File: src/lexc_pkg.sv
// Shared types, constants and helper functions for the lexical token classifier.
`default_nettype none

package lexc_pkg;

  localparam int WORD_BUFFER = 20;
  localparam int COUNT_WIDTH = 16;
  localparam int WORD_MAX    = WORD_BUFFER - 1;
  localparam int LEN_W       = $clog2(WORD_MAX + 1);
  localparam int IDX_W       = $clog2(WORD_MAX);
  localparam int NUM_KW      = 27;
  localparam int KW_SLOTS    = 8;
  localparam int FIFO_DEPTH  = 4;
  localparam int FIFO_PTR_W  = $clog2(FIFO_DEPTH);

  typedef logic [COUNT_WIDTH-1:0] count_t;

  typedef enum logic [2:0] {
    KIND_OPERATOR = 3'd0,
    KIND_SYMBOL   = 3'd1,
    KIND_DIGIT    = 3'd2,
    KIND_KEYWORD  = 3'd3,
    KIND_IDENT    = 3'd4
  } kind_t;

  typedef enum logic [2:0] {
    ACT_NONE    = 3'd0,
    ACT_APPEND  = 3'd1,
    ACT_START   = 3'd2,
    ACT_SINGLE  = 3'd3,
    ACT_NEWLINE = 3'd4,
    ACT_RESTART = 3'd5
  } act_t;

  // one queued command: optional word flush, then an action
  typedef struct packed {
    logic       flush;
    act_t       act;
    kind_t      kind;
    logic [7:0] ch;
  } cmd_t;

  // keyword text, right-justified (first character in the highest used byte)
  localparam logic [63:0] KW_TEXT [NUM_KW] = '{
    64'("int"), 64'("main"), 64'("if"), 64'("else"), 64'("do"), 64'("while"),
    64'("include"), 64'("stdio"), 64'("malloc"), 64'("for"), 64'("printf"),
    64'("scanf"), 64'("ctype"), 64'("stdlib"), 64'("string"), 64'("math"),
    64'("void"), 64'("char"), 64'("getchar"), 64'("type"), 64'("isalpha"),
    64'("toascii"), 64'("switch"), 64'("case"), 64'("break"), 64'("exit"),
    64'("return")
  };

  localparam logic [3:0] KW_LEN [NUM_KW] = '{
    4'd3, 4'd4, 4'd2, 4'd4, 4'd2, 4'd5, 4'd7, 4'd5, 4'd6, 4'd3, 4'd6,
    4'd5, 4'd5, 4'd6, 4'd6, 4'd4, 4'd4, 4'd4, 4'd7, 4'd4, 4'd7, 4'd7,
    4'd6, 4'd4, 4'd5, 4'd4, 4'd6
  };

  // character p of keyword k, zero past its end
  function automatic logic [7:0] kw_char(input int k, input logic [2:0] p);
    logic [7:0] r;
    int         sh;
    r  = 8'd0;
    sh = (int'(KW_LEN[k]) - 1 - int'(p)) * 8;
    if (int'(p) < int'(KW_LEN[k])) begin
      r = KW_TEXT[k][sh +: 8];
    end
    return r;
  endfunction

  function automatic count_t sat_inc(input count_t v);
    return (v == '1) ? v : v + count_t'(1);
  endfunction

  function automatic logic is_letter(input logic [7:0] c);
    return (c >= "a" && c <= "z") || (c >= "A" && c <= "Z");
  endfunction

  function automatic logic is_digit(input logic [7:0] c);
    return c >= "0" && c <= "9";
  endfunction

  function automatic logic is_operator(input logic [7:0] c);
    return c == "+" || c == "-" || c == "*" || c == "/";
  endfunction

  function automatic logic is_symbol(input logic [7:0] c);
    return c == ";" || c == "{" || c == "}" || c == "(" || c == ")" ||
           c == "?" || c == "@" || c == "!" || c == "%";
  endfunction

endpackage

`default_nettype wire

File: src/lexc_front.sv
// Front end: accepts text bytes, classifies them and queues commands.
`default_nettype none

module lexc_front
  import lexc_pkg::*;
(
  input  wire logic       clk,
  input  wire logic       rst,
  input  wire logic       byte_valid,
  output logic            byte_stall,
  input  wire logic [7:0] char_code,
  input  wire logic       end_of_input,
  input  wire logic       fifo_full,
  output logic            push,
  output cmd_t            push_cmd
);

  logic in_word;
  logic in_word_next;
  logic accept;

  assign byte_stall = fifo_full;
  assign accept     = byte_valid && !fifo_full;

  always_comb begin
    push_cmd.flush = 1'b0;
    push_cmd.act   = ACT_NONE;
    push_cmd.kind  = KIND_OPERATOR;
    push_cmd.ch    = char_code;
    in_word_next   = 1'b0;
    priority if (end_of_input) begin
      push_cmd.flush = 1'b1;
      push_cmd.act   = ACT_RESTART;
    end else if (in_word && (is_letter(char_code) || is_digit(char_code))) begin
      push_cmd.act = ACT_APPEND;
      in_word_next = 1'b1;
    end else begin
      // anything else ends a pending word, then is handled on its own
      push_cmd.flush = in_word;
      priority if (char_code == 8'h0A) begin
        push_cmd.act = ACT_NEWLINE;
      end else if (is_operator(char_code)) begin
        push_cmd.act = ACT_SINGLE;
      end else if (is_symbol(char_code)) begin
        push_cmd.act  = ACT_SINGLE;
        push_cmd.kind = KIND_SYMBOL;
      end else if (is_digit(char_code)) begin
        push_cmd.act  = ACT_SINGLE;
        push_cmd.kind = KIND_DIGIT;
      end else if (is_letter(char_code)) begin
        push_cmd.act = ACT_START;
        in_word_next = 1'b1;
      end else begin
        push_cmd.act = ACT_NONE;
      end
    end
  end

  // ignored bytes outside a word need no command
  assign push = accept && (push_cmd.flush || push_cmd.act != ACT_NONE);

  always_ff @(posedge clk) begin
    if (rst) begin
      in_word <= 1'b0;
    end else if (accept) begin
      in_word <= in_word_next;
    end
  end

endmodule

`default_nettype wire

File: src/lexc_cmd_fifo.sv
// Short command queue between the front end and the back end.
`default_nettype none

module lexc_cmd_fifo
  import lexc_pkg::*;
(
  input  wire logic clk,
  input  wire logic rst,
  input  wire logic push,
  input  wire cmd_t push_cmd,
  output logic      full,
  input  wire logic pop,
  output logic      head_valid,
  output cmd_t      head_cmd
);

  cmd_t                  slots [FIFO_DEPTH];
  logic [FIFO_PTR_W-1:0] wr_ptr;
  logic [FIFO_PTR_W-1:0] rd_ptr;
  logic [FIFO_PTR_W:0]   count;

  assign full       = (count == (FIFO_PTR_W+1)'(FIFO_DEPTH));
  assign head_valid = (count != '0);
  assign head_cmd   = slots[rd_ptr];

  always_ff @(posedge clk) begin
    if (rst) begin
      wr_ptr <= '0;
      rd_ptr <= '0;
      count  <= '0;
    end else begin
      if (push) begin
        wr_ptr <= wr_ptr + FIFO_PTR_W'(1);
      end
      if (pop) begin
        rd_ptr <= rd_ptr + FIFO_PTR_W'(1);
      end
      if (push && !pop) begin
        count <= count + (FIFO_PTR_W+1)'(1);
      end else if (pop && !push) begin
        count <= count - (FIFO_PTR_W+1)'(1);
      end
    end
  end

  always_ff @(posedge clk) begin
    if (push) begin
      slots[wr_ptr] <= push_cmd;
    end
  end

endmodule

`default_nettype wire

File: src/lexc_back.sv
// Back end: word buffer, keyword match, counters and the output register.
`default_nettype none

module lexc_back
  import lexc_pkg::*;
(
  input  wire logic       clk,
  input  wire logic       rst,
  input  wire logic       cmd_valid,
  input  wire cmd_t       cmd,
  output logic            pop,
  output logic            token_valid,
  input  wire logic       token_stall,
  output count_t          line_number,
  output count_t          token_index,
  output logic [2:0]      token_kind,
  output logic [7:0]      char_value,
  output logic            last_char,
  output logic            truncated
);

  typedef enum logic [1:0] {
    S_CMD  = 2'b01,
    S_WORD = 2'b10
  } state_t;

  state_t           state;
  count_t           line_count;
  count_t           token_count;
  logic [7:0]       word_chars [WORD_MAX];
  logic [LEN_W-1:0] word_length;
  logic             word_overflow;
  logic [NUM_KW-1:0] cand;
  logic [NUM_KW-1:0] cand_next;
  logic [IDX_W-1:0] rd_idx;
  logic             can_emit;
  logic             word_go;
  logic             word_last;
  logic             is_kw;
  kind_t            out_kind;

  assign can_emit  = !token_valid || !token_stall;
  assign word_go   = (state == S_CMD) && cmd_valid && cmd.flush && (word_length != '0);
  assign word_last = (LEN_W'(rd_idx) == word_length - LEN_W'(1));
  assign pop       = (state == S_CMD) && cmd_valid && !word_go &&
                     ((cmd.act != ACT_SINGLE) || can_emit);
  assign token_kind = out_kind;

  // keyword if every stored char matched and the length agrees
  always_comb begin
    is_kw = 1'b0;
    for (int k = 0; k < NUM_KW; k++) begin
      if (cand[k] && (LEN_W'(KW_LEN[k]) == word_length)) begin
        is_kw = 1'b1;
      end
    end
    is_kw = is_kw && !word_overflow;
  end

  // candidate mask after adding cmd.ch at the current length
  always_comb begin
    for (int k = 0; k < NUM_KW; k++) begin
      if (cmd.act == ACT_START) begin
        cand_next[k] = (kw_char(k, 3'd0) == cmd.ch);
      end else if (32'(word_length) < KW_SLOTS) begin
        cand_next[k] = cand[k] && (kw_char(k, word_length[2:0]) == cmd.ch);
      end else begin
        cand_next[k] = 1'b0;
      end
    end
  end

  always_ff @(posedge clk) begin
    if (rst) begin
      state         <= S_CMD;
      line_count    <= count_t'(1);
      token_count   <= '0;
      word_length   <= '0;
      word_overflow <= 1'b0;
      rd_idx        <= '0;
      token_valid   <= 1'b0;
    end else begin
      if (token_valid && !token_stall) begin
        token_valid <= 1'b0;
      end
      unique case (state)
        S_CMD: begin
          if (word_go) begin
            state  <= S_WORD;
            rd_idx <= '0;
          end else if (pop) begin
            unique case (cmd.act)
              ACT_APPEND: begin
                if (32'(word_length) < WORD_MAX) begin
                  word_length <= word_length + LEN_W'(1);
                end else begin
                  word_overflow <= 1'b1;
                end
              end
              ACT_START: begin
                word_length   <= LEN_W'(1);
                word_overflow <= 1'b0;
              end
              ACT_SINGLE: begin
                token_valid <= 1'b1;
                token_count <= sat_inc(token_count);
              end
              ACT_NEWLINE: line_count <= sat_inc(line_count);
              ACT_RESTART: begin
                line_count  <= count_t'(1);
                token_count <= '0;
              end
              default: ;
            endcase
          end
        end
        S_WORD: begin
          if (can_emit) begin
            token_valid <= 1'b1;
            rd_idx      <= rd_idx + IDX_W'(1);
            if (word_last) begin
              state         <= S_CMD;
              token_count   <= sat_inc(token_count);
              word_length   <= '0;
              word_overflow <= 1'b0;
            end
          end
        end
        default: state <= S_CMD;
      endcase
    end
  end

  // payload: word buffer, candidate mask, output fields
  always_ff @(posedge clk) begin
    if (pop && (cmd.act == ACT_START || cmd.act == ACT_APPEND)) begin
      cand <= cand_next;
      if (32'(word_length) < WORD_MAX || cmd.act == ACT_START) begin
        word_chars[(cmd.act == ACT_START) ? '0 : word_length[IDX_W-1:0]] <= cmd.ch;
      end
    end
    if (pop && cmd.act == ACT_SINGLE) begin
      line_number <= line_count;
      token_index <= token_count;
      out_kind    <= cmd.kind;
      char_value  <= cmd.ch;
      last_char   <= 1'b1;
      truncated   <= 1'b0;
    end else if (state == S_WORD && can_emit) begin
      line_number <= line_count;
      token_index <= token_count;
      out_kind    <= is_kw ? KIND_KEYWORD : KIND_IDENT;
      char_value  <= word_chars[rd_idx];
      last_char   <= word_last;
      truncated   <= word_overflow;
    end
  end

endmodule

`default_nettype wire

File: src/lexical_token_classifier_top.sv
// Top level of the lexical token classifier: front end, command queue, back end.
//
// Input channel (byte_valid/byte_stall): one text byte per word in char_code,
// or an end marker in end_of_input that flushes a pending word and restarts
// both counters. Output channel (token_valid/token_stall): one word per
// emitted character with its line, token number, kind, last and cut flags.
// The front end classifies a byte in the cycle it is taken and queues at most
// one command; a byte is taken every cycle while the four-entry queue has room.
// The back end runs one command a cycle unless it is emitting a word or a
// stall at the output holds a single-character command; a word ending first
// starts the word, then emits its stored characters (at most 19) one at a
// time through the single read port of the word buffer. A single-character
// byte passes the queue and the output register before its result is valid.
// Reset (rst, synchronous): line counter 1, token counter 0, no word pending,
// queue empty, no result valid. A stall at the output holds the result
// register; the back end waits, the queue fills and then byte_stall rises.
`default_nettype none

module lexical_token_classifier_top
  import lexc_pkg::*;
(
  input  wire logic       clk,
  input  wire logic       rst,
  input  wire logic       byte_valid,
  output logic            byte_stall,
  input  wire logic [7:0] char_code,
  input  wire logic       end_of_input,
  output logic            token_valid,
  input  wire logic       token_stall,
  output count_t          line_number,
  output count_t          token_index,
  output logic [2:0]      token_kind,
  output logic [7:0]      char_value,
  output logic            last_char,
  output logic            truncated
);

  logic fifo_full;
  logic push;
  cmd_t push_cmd;
  logic pop;
  logic head_valid;
  cmd_t head_cmd;

  // byte classification
  lexc_front u_front (
    .clk          (clk),
    .rst          (rst),
    .byte_valid   (byte_valid),
    .byte_stall   (byte_stall),
    .char_code    (char_code),
    .end_of_input (end_of_input),
    .fifo_full    (fifo_full),
    .push         (push),
    .push_cmd     (push_cmd)
  );

  // decoupling queue
  lexc_cmd_fifo u_fifo (
    .clk        (clk),
    .rst        (rst),
    .push       (push),
    .push_cmd   (push_cmd),
    .full       (fifo_full),
    .pop        (pop),
    .head_valid (head_valid),
    .head_cmd   (head_cmd)
  );

  // word buffer, keyword match, counters, output register
  lexc_back u_back (
    .clk         (clk),
    .rst         (rst),
    .cmd_valid   (head_valid),
    .cmd         (head_cmd),
    .pop         (pop),
    .token_valid (token_valid),
    .token_stall (token_stall),
    .line_number (line_number),
    .token_index (token_index),
    .token_kind  (token_kind),
    .char_value  (char_value),
    .last_char   (last_char),
    .truncated   (truncated)
  );

endmodule

`default_nettype wire
File: config.mk
export PLATFORM = sky130hd
export DESIGN_NAME = lexical_token_classifier_top
export DESIGN_NICKNAME = d
export VERILOG_FILES = /design/src/lexc_pkg.sv /design/src/lexc_front.sv /design/src/lexc_cmd_fifo.sv /design/src/lexc_back.sv /design/src/lexical_token_classifier_top.sv
export SDC_FILE = /design/constraint.sdc
export NUM_CORES = 1
export LEC_CHECK = 0
export ABC_AREA = 1
export BUFFER_PORTS_ARGS = -buffer_cell sky130_fd_sc_hd__buf_2
export CAP_MARGIN = 10
export CORE_UTILIZATION = 65
export CTS_CLUSTER_DIAMETER = 100
export DETAILED_ROUTE_END_ITERATION = 8
export PLACE_DENSITY = 0.83
export SYNTH_ARGS = -nofsm -noshare
export SYNTH_HDL_FRONTEND = slang
export SYNTH_SLANG_ARGS = --single-unit
export TNS_END_PERCENT = 1
File: constraint.sdc
create_clock -name clk -period 8.7 [get_ports clk]
set_input_delay 0.435 -clock clk [delete_from_list [all_inputs] [get_ports clk]]
set_output_delay 0.435 -clock clk [all_outputs]
set_load 0.05 [all_outputs]
After elaboration in Yosys (flattened, before gate mapping). Memory sizes are Yosys's and may differ from the RTL's. A register that Yosys moved wholly into a read port is not among the register bits. Index checks and enable logic that the tools add are counted.

$lt $le $gt $ge: 14. Bitwise operators: 1. Reductions and logical operators: 110. Add/subtract/negate cells: 15. Shifts and indexed selects: 27. Muxes and demuxes: 253. Equal/unequal tests: 83.

Operators by type and width (number): $shiftx 64x32->8 const A (27); $mux 8 (97); $eq 8x8->1 (41); $mux 16 (10); $mux 1 (104); $pmux 16 s2 (3); $eq 8x6->1 const B (10); $logic_and 1x1->1 (72); $mux 5 (10); $mux 3 (12); $add 16x1->16 const B (2); $eq 16x16->1 const B (2); $pmux 5 s2 (3); $eq 8x7->1 const B (3); $eq 3x5->1 const A (4); $logic_or 1x1->1 (18); $ge 8x7->1 const B (2); $le 8x7->1 const B (2); $mux 2 (8); $reduce_and 7->1 (2); $lt 3x3->1 const B (4); $ne 3x3->1 const B (4); $sub 3x3->4 const A (3); $add 5x1->5 const B (2); other kinds (34) (58).

Logic and storage cells: 523. Input bits: 13. Register bits: 126. Output and inout port bits: 47. Memories kept: 2. Bits in writable memories: 212.

Memory list: u_back.word_chars (words 19, width 8, read ports 1, clocked after memory_dff 1, wr ports 1, RTL line lexc_back.sv:30) `logic [7:0] word_chars [WORD_MAX];`; u_fifo.slots (words 4, width 15, read ports 1, clocked after memory_dff 1, wr ports 1, RTL line lexc_cmd_fifo.sv:17) `cmd_t slots [FIFO_DEPTH];`.

Longest topological paths before layout.
Word-level depth: 33. Depth in mapped cells: 20. Mapped depth without buffers: 20.

Hierarchy. A second synthesis with hierarchy kept.

Cells, all modules: 2015. Area, all modules: 18129.9 um^2.

Modules (own cells, without submodules): lexc_back (seq. area each 7727.4 um^2, cells each 1725, times used 1, area each 14895.5 um^2); lexc_cmd_fifo (seq. area each 1981.9 um^2, cells each 204, times used 1, area each 2793.9 um^2); lexc_front (seq. area each 20.0 um^2, cells each 86, times used 1, area each 440.4 um^2).

Worst setup path before layout. OpenSTA, ideal clock, no wires.

Path kind: reg-to-reg. Start: register u_back.word_length[0]. End: register u_back.cand[0], enable pin. Arrival time: 2.844 ns. Setup time: 0.420 ns. Slack: 5.436 ns. Stages on the path, launching flop included: 8. Required time: 8.280 ns. Path buffers: 1. Clock period less this slack: 3.264 ns. Path through: dfxtp_1 inv_2 buf_1 ha_1 nand3_1 a21oi_4 nand2_4 a21oi_1.

Longest elaborated chain between the ends: 6.

Ends and longest elaborated chain: start: declaration (RTL line lexc_back.sv:31) `logic [LEN_W-1:0] word_length;`; start signal: assignment (RTL line lexc_back.sv:95) `word_length <= word_length + LEN_W'(1);`; $reduce_bool 5->1 (RTL line lexc_back.sv:43) `assign word_go = (state == S_CMD) && cmd_valid && cmd.flush && (word_length != '0);`; $logic_and 1x1->1 (RTL line lexc_back.sv:43); $logic_not 1->1 (RTL line lexc_back.sv:45) `assign pop = (state == S_CMD) && cmd_valid && !word_go &&`; $logic_and 1x1->1 (2 in series) (RTL line lexc_back.sv:45); $logic_and 1x1->1 (RTL line lexc_back.sv:136) `if (pop && (cmd.act == ACT_START || cmd.act == ACT_APPEND)) begin`; end signal: assignment (RTL line lexc_back.sv:137) `cand <= cand_next;`; end: declaration (RTL line lexc_back.sv:33) `logic [NUM_KW-1:0] cand;`.

No other way between the ends. A chain may end at the register's enable or synchronous reset.

Worst setup path in the final report.
Start: register u_back.word_length[1]. End: register u_back.token_count[6].

Longest elaborated chain between the ends: 7. Elaborated cells on any way between the ends: 11. Classes of those cells: add/sub (1); eq/ne (4); reduce/logical (6).

Ends and longest elaborated chain: branches (longest 6 deep; another with $sub 5x1->5); $reduce_and 6->1 (no source line) (*); end signal: assignment (RTL line lexc_back.sv:106) `token_count <= sat_inc(token_count);`; end signal: assignment (RTL line lexc_back.sv:123) `token_count <= sat_inc(token_count);`; end: declaration (RTL line lexc_back.sv:29) `count_t token_count;`.

Mark *: on every way between the ends.

==> out/metrics.cfg <==
[outcome]
status=complete, no violations

[drt]
vias=14900
viasPerCell=6.31
drt_pass1_iterations=6
routedWlPerCell_um=19.3
drc=0
drt_wl_total_mm=45.7
ant_nets=0
drt_iter0_markers=2142

[cells_and_area]
area_delta_synth_final_pct=8.99
multi_input_area_um2=6980
drive_above_1_share_pct=9.96
regArea_um2=9610
fillCellCount=1885
diodes=0
layout.cells.non_filler=2364
fin_util_pct=73.0
finalNetCount=2042

[power]
p_leak_uw=0.00755
vdd_ir_drop_max_v=0.000419
p_switching_uw=2950
power_density_nw_per_um2=348
p_clk_share_pct=23.1
power_frac_comb_pct=44.2
p_seq_share_pct=32.7
totalPowerFinal_uw=6690
intPower_uw=3740
swShare_pct=44.1

[placement]
numPortBuffers=59
dp.cells=2300
hpwl_mm=29.1
gp_congestion=0.995

[sta]
timing.final.max_slew_violations=0
max_freq_mhz=259
setup_violations=0
whs_ns=0.189
worst_pin_slew_ns=1.19
fin_skew_ns=0.0216
finalSetupTns_ns=0
rsz0062_at_grt=false
maxSlewHeadroom_pct=19.9
final.min_clock_period_ns=3.85
hold_viol_final=0
post-route-period-util_pct=44.3

[worst_setup_path]
endpoint=u_back.token_count[6]
start_kind=flip-flop
r2r-end=u_back.token_count[6]
r2r_slack_ns=4.85
worstSetupPathType=flip-flop to flip-flop
critPathLaunch=u_back.word_length[1]
timing.rr.start=u_back.word_length[1]
rr_worst_depth=15
required_ns=9.09
worstSetupEndpointType=flip-flop
crit_fanout=25
arrival_ns=4.24

[global_routing]
grtUsageMet1_pct=43.2
grt_util_met3_pct=6.08
grt_pass1_vias=14300
grt_use_met2_pct=52.5
grt_usage_pct=32.7
grt_remaining_overflow=0
grt_max_degree=74
grt_pass1_wl_mm=72.5
grt_busiest_layer=met2
antenna_found_initial=0

[synth]
ys_warn_count=0
synth_edf_count=278
synth.top_cell.area_share_pct=47.3
yosysTopAreaCell=edfxtp_1
synth_seq_cells=341
synth_cell_types=50
synth_ff_type=edfxtp_1
synthCells=1974
yosys-top-cells-area=edfxtp_1 (47%), nand2_1 (9.1%), dfxtp_1 (7.1%)
synthesis.nets=2013
syn_area_um2=17600
syn_area_per_cell_um2=8.94
seq_area_frac_synth_pct=54.5
async_flop_share_pct=0

[clocking]
hold_buffers=0
clock-sinks=341
cts_tree=done
cts.repair.resized=0
clk_pin_slew_ns=0.07
cts_made_buffers=36
cts_setup_buffers=0
cts_buffer_depth=3
root_buffer=clkbuf_16
htree_levels=2
clk_latency_ns=0.53

[floorplan]
start_util_pct=67.0
fp.dieW_um=167
die-area_um2=27800
io_pins=60
rows=59
die_height_um=167
coreArea_um2=26400

[hold_path]
hold_class=input pin to flip-flop

[job]
cap_violations=0

-- placed cells by master, fill, tap and decap left out, types with 29 or more instances in the layout --
master / netlist / layout
nor2_1: 248 / 248
inv_1: 135 / 135
clkbuf_16: 0 / 36
dfxtp_1: 63 / 62
nand3_1: 155 / 155
edfxtp_1: 278 / 278
nand2_1: 426 / 425
xor2_1: 53 / 53
a21oi_1: 100 / 99
o21ai_0: 136 / 136
nor3_1: 38 / 38
buf_2: 20 / 59
nand4_1: 29 / 29
o211ai_1: 32 / 32
-- cell type report --
class	count	share of cell area [%]
Clock buffer	45	4.97
Inverter	163	3.19
Multi-Input combinational cell	1386	36.3
Clock inverter	19	1.22
Sequential cell	341	50.0
Timing Repair Buffer	75	2.16
Tap cell	335	2.18
-- power groups by stage --
stage / clock network, µW / registers [µW] / logic [µW]
after floorplan: 0 / 2390 / 1990
after global placement: 0 / 2220 / 2790
after detailed placement: 0 / 2220 / 2850
after CTS: 1550 / 2190 / 2880
after global routing: 1620 / 2210 / 3190
final: 1540 / 2190 / 2960
-- synthesized netlist by cell type (all sizes together) (4+ instances only) --
library cell    n
clkbuf         38
or2             5
nand3         160
a31oi          13
xnor2          10
o211ai         32
nand4          29
nor3           39
a211oi          7
o22ai          13
nor4           12
o21ai         148
dfxtp          63
nand3b          4
edfxtp        278
nand2         440
inv           161
nor2          260
ha             25
xor2           53
o221ai         16
buf            46
a21oi         103
-- sequential cells by signal, summed over array words and instances, names as in the netlist, 3 cells and up, named ones only --
name and flops:
u_back.word_chars 152, u_fifo.slots 56, u_back.cand 27, u_back.line_count 16
u_back.line_number 16, u_back.token_count 16, u_back.token_index 16, u_back.char_value 8
u_back.rd_idx 5, u_back.word_length 5, u_back.token_kind 3, u_fifo.count 3
-- metrics by stage --
step,area [µm²],worst slack (ns)
finish,19200,4.85
global route,19200,4.51
CTS,19200,4.98
detailed placement,18000,5.06
global placement,18000,5.23
floorplan,17600,5.44
-- metal layers --
layer,vias up,wire [µm]
li1,6834,-
met1,6930,17700
met2,957,21100
met3,190,4940
met4,0,1950
met5,-,0
-- kinds of logic (layout without fill, tap and decap cells) --
logic type / count (synthesis) / count (layout) / synth area share (%)
adder cells (fa/ha/maj): 26 / 26 / 1.89
AND/OR/NAND/NOR: 955 / 955 / 23.3
AO/OA/AOI/OAI: 342 / 342 / 11.2
XOR/XNOR: 63 / 63 / 3.13
buffers and inverters: 247 / 302 / 6.01
flip-flops: 341 / 341 / 54.5
-- worst min path at each step --
stage	slack [ns]	end	depth (start not counted)	start
floorplan	0.42	u_back.token_index[15]	0	u_back.token_count[15]
global placement	0.44	u_back.token_index[15]	0	u_back.token_count[15]
detailed placement	0.44	u_back.token_index[14]	0	u_back.token_count[14]
CTS	0.18	u_fifo.slots[1][6]	1	char_code[6]
global route	0.18	u_fifo.slots[1][6]	1	char_code[6]
finish	0.19	u_fifo.slots[1][6]	1	char_code[6]
-- worst max-delay path, cell delays in order, from the launching register on --
cell and delay (ns):
dfxtp_1 0.81, inv_1 0.33, ha_1 0.63, inv_2 0.20
nand2_1 0.12, nand2_1 0.07, nor2_1 0.08, nand2_1 0.06
nor2_1 0.08, nand2_1 0.09, nand2_1 0.07, nand3_1 0.11
nor2_4 0.55, nand2_4 0.27, nand2_1 0.15, a21oi_1 0.07
Note: power is estimated with default switching activity, not from simulation.
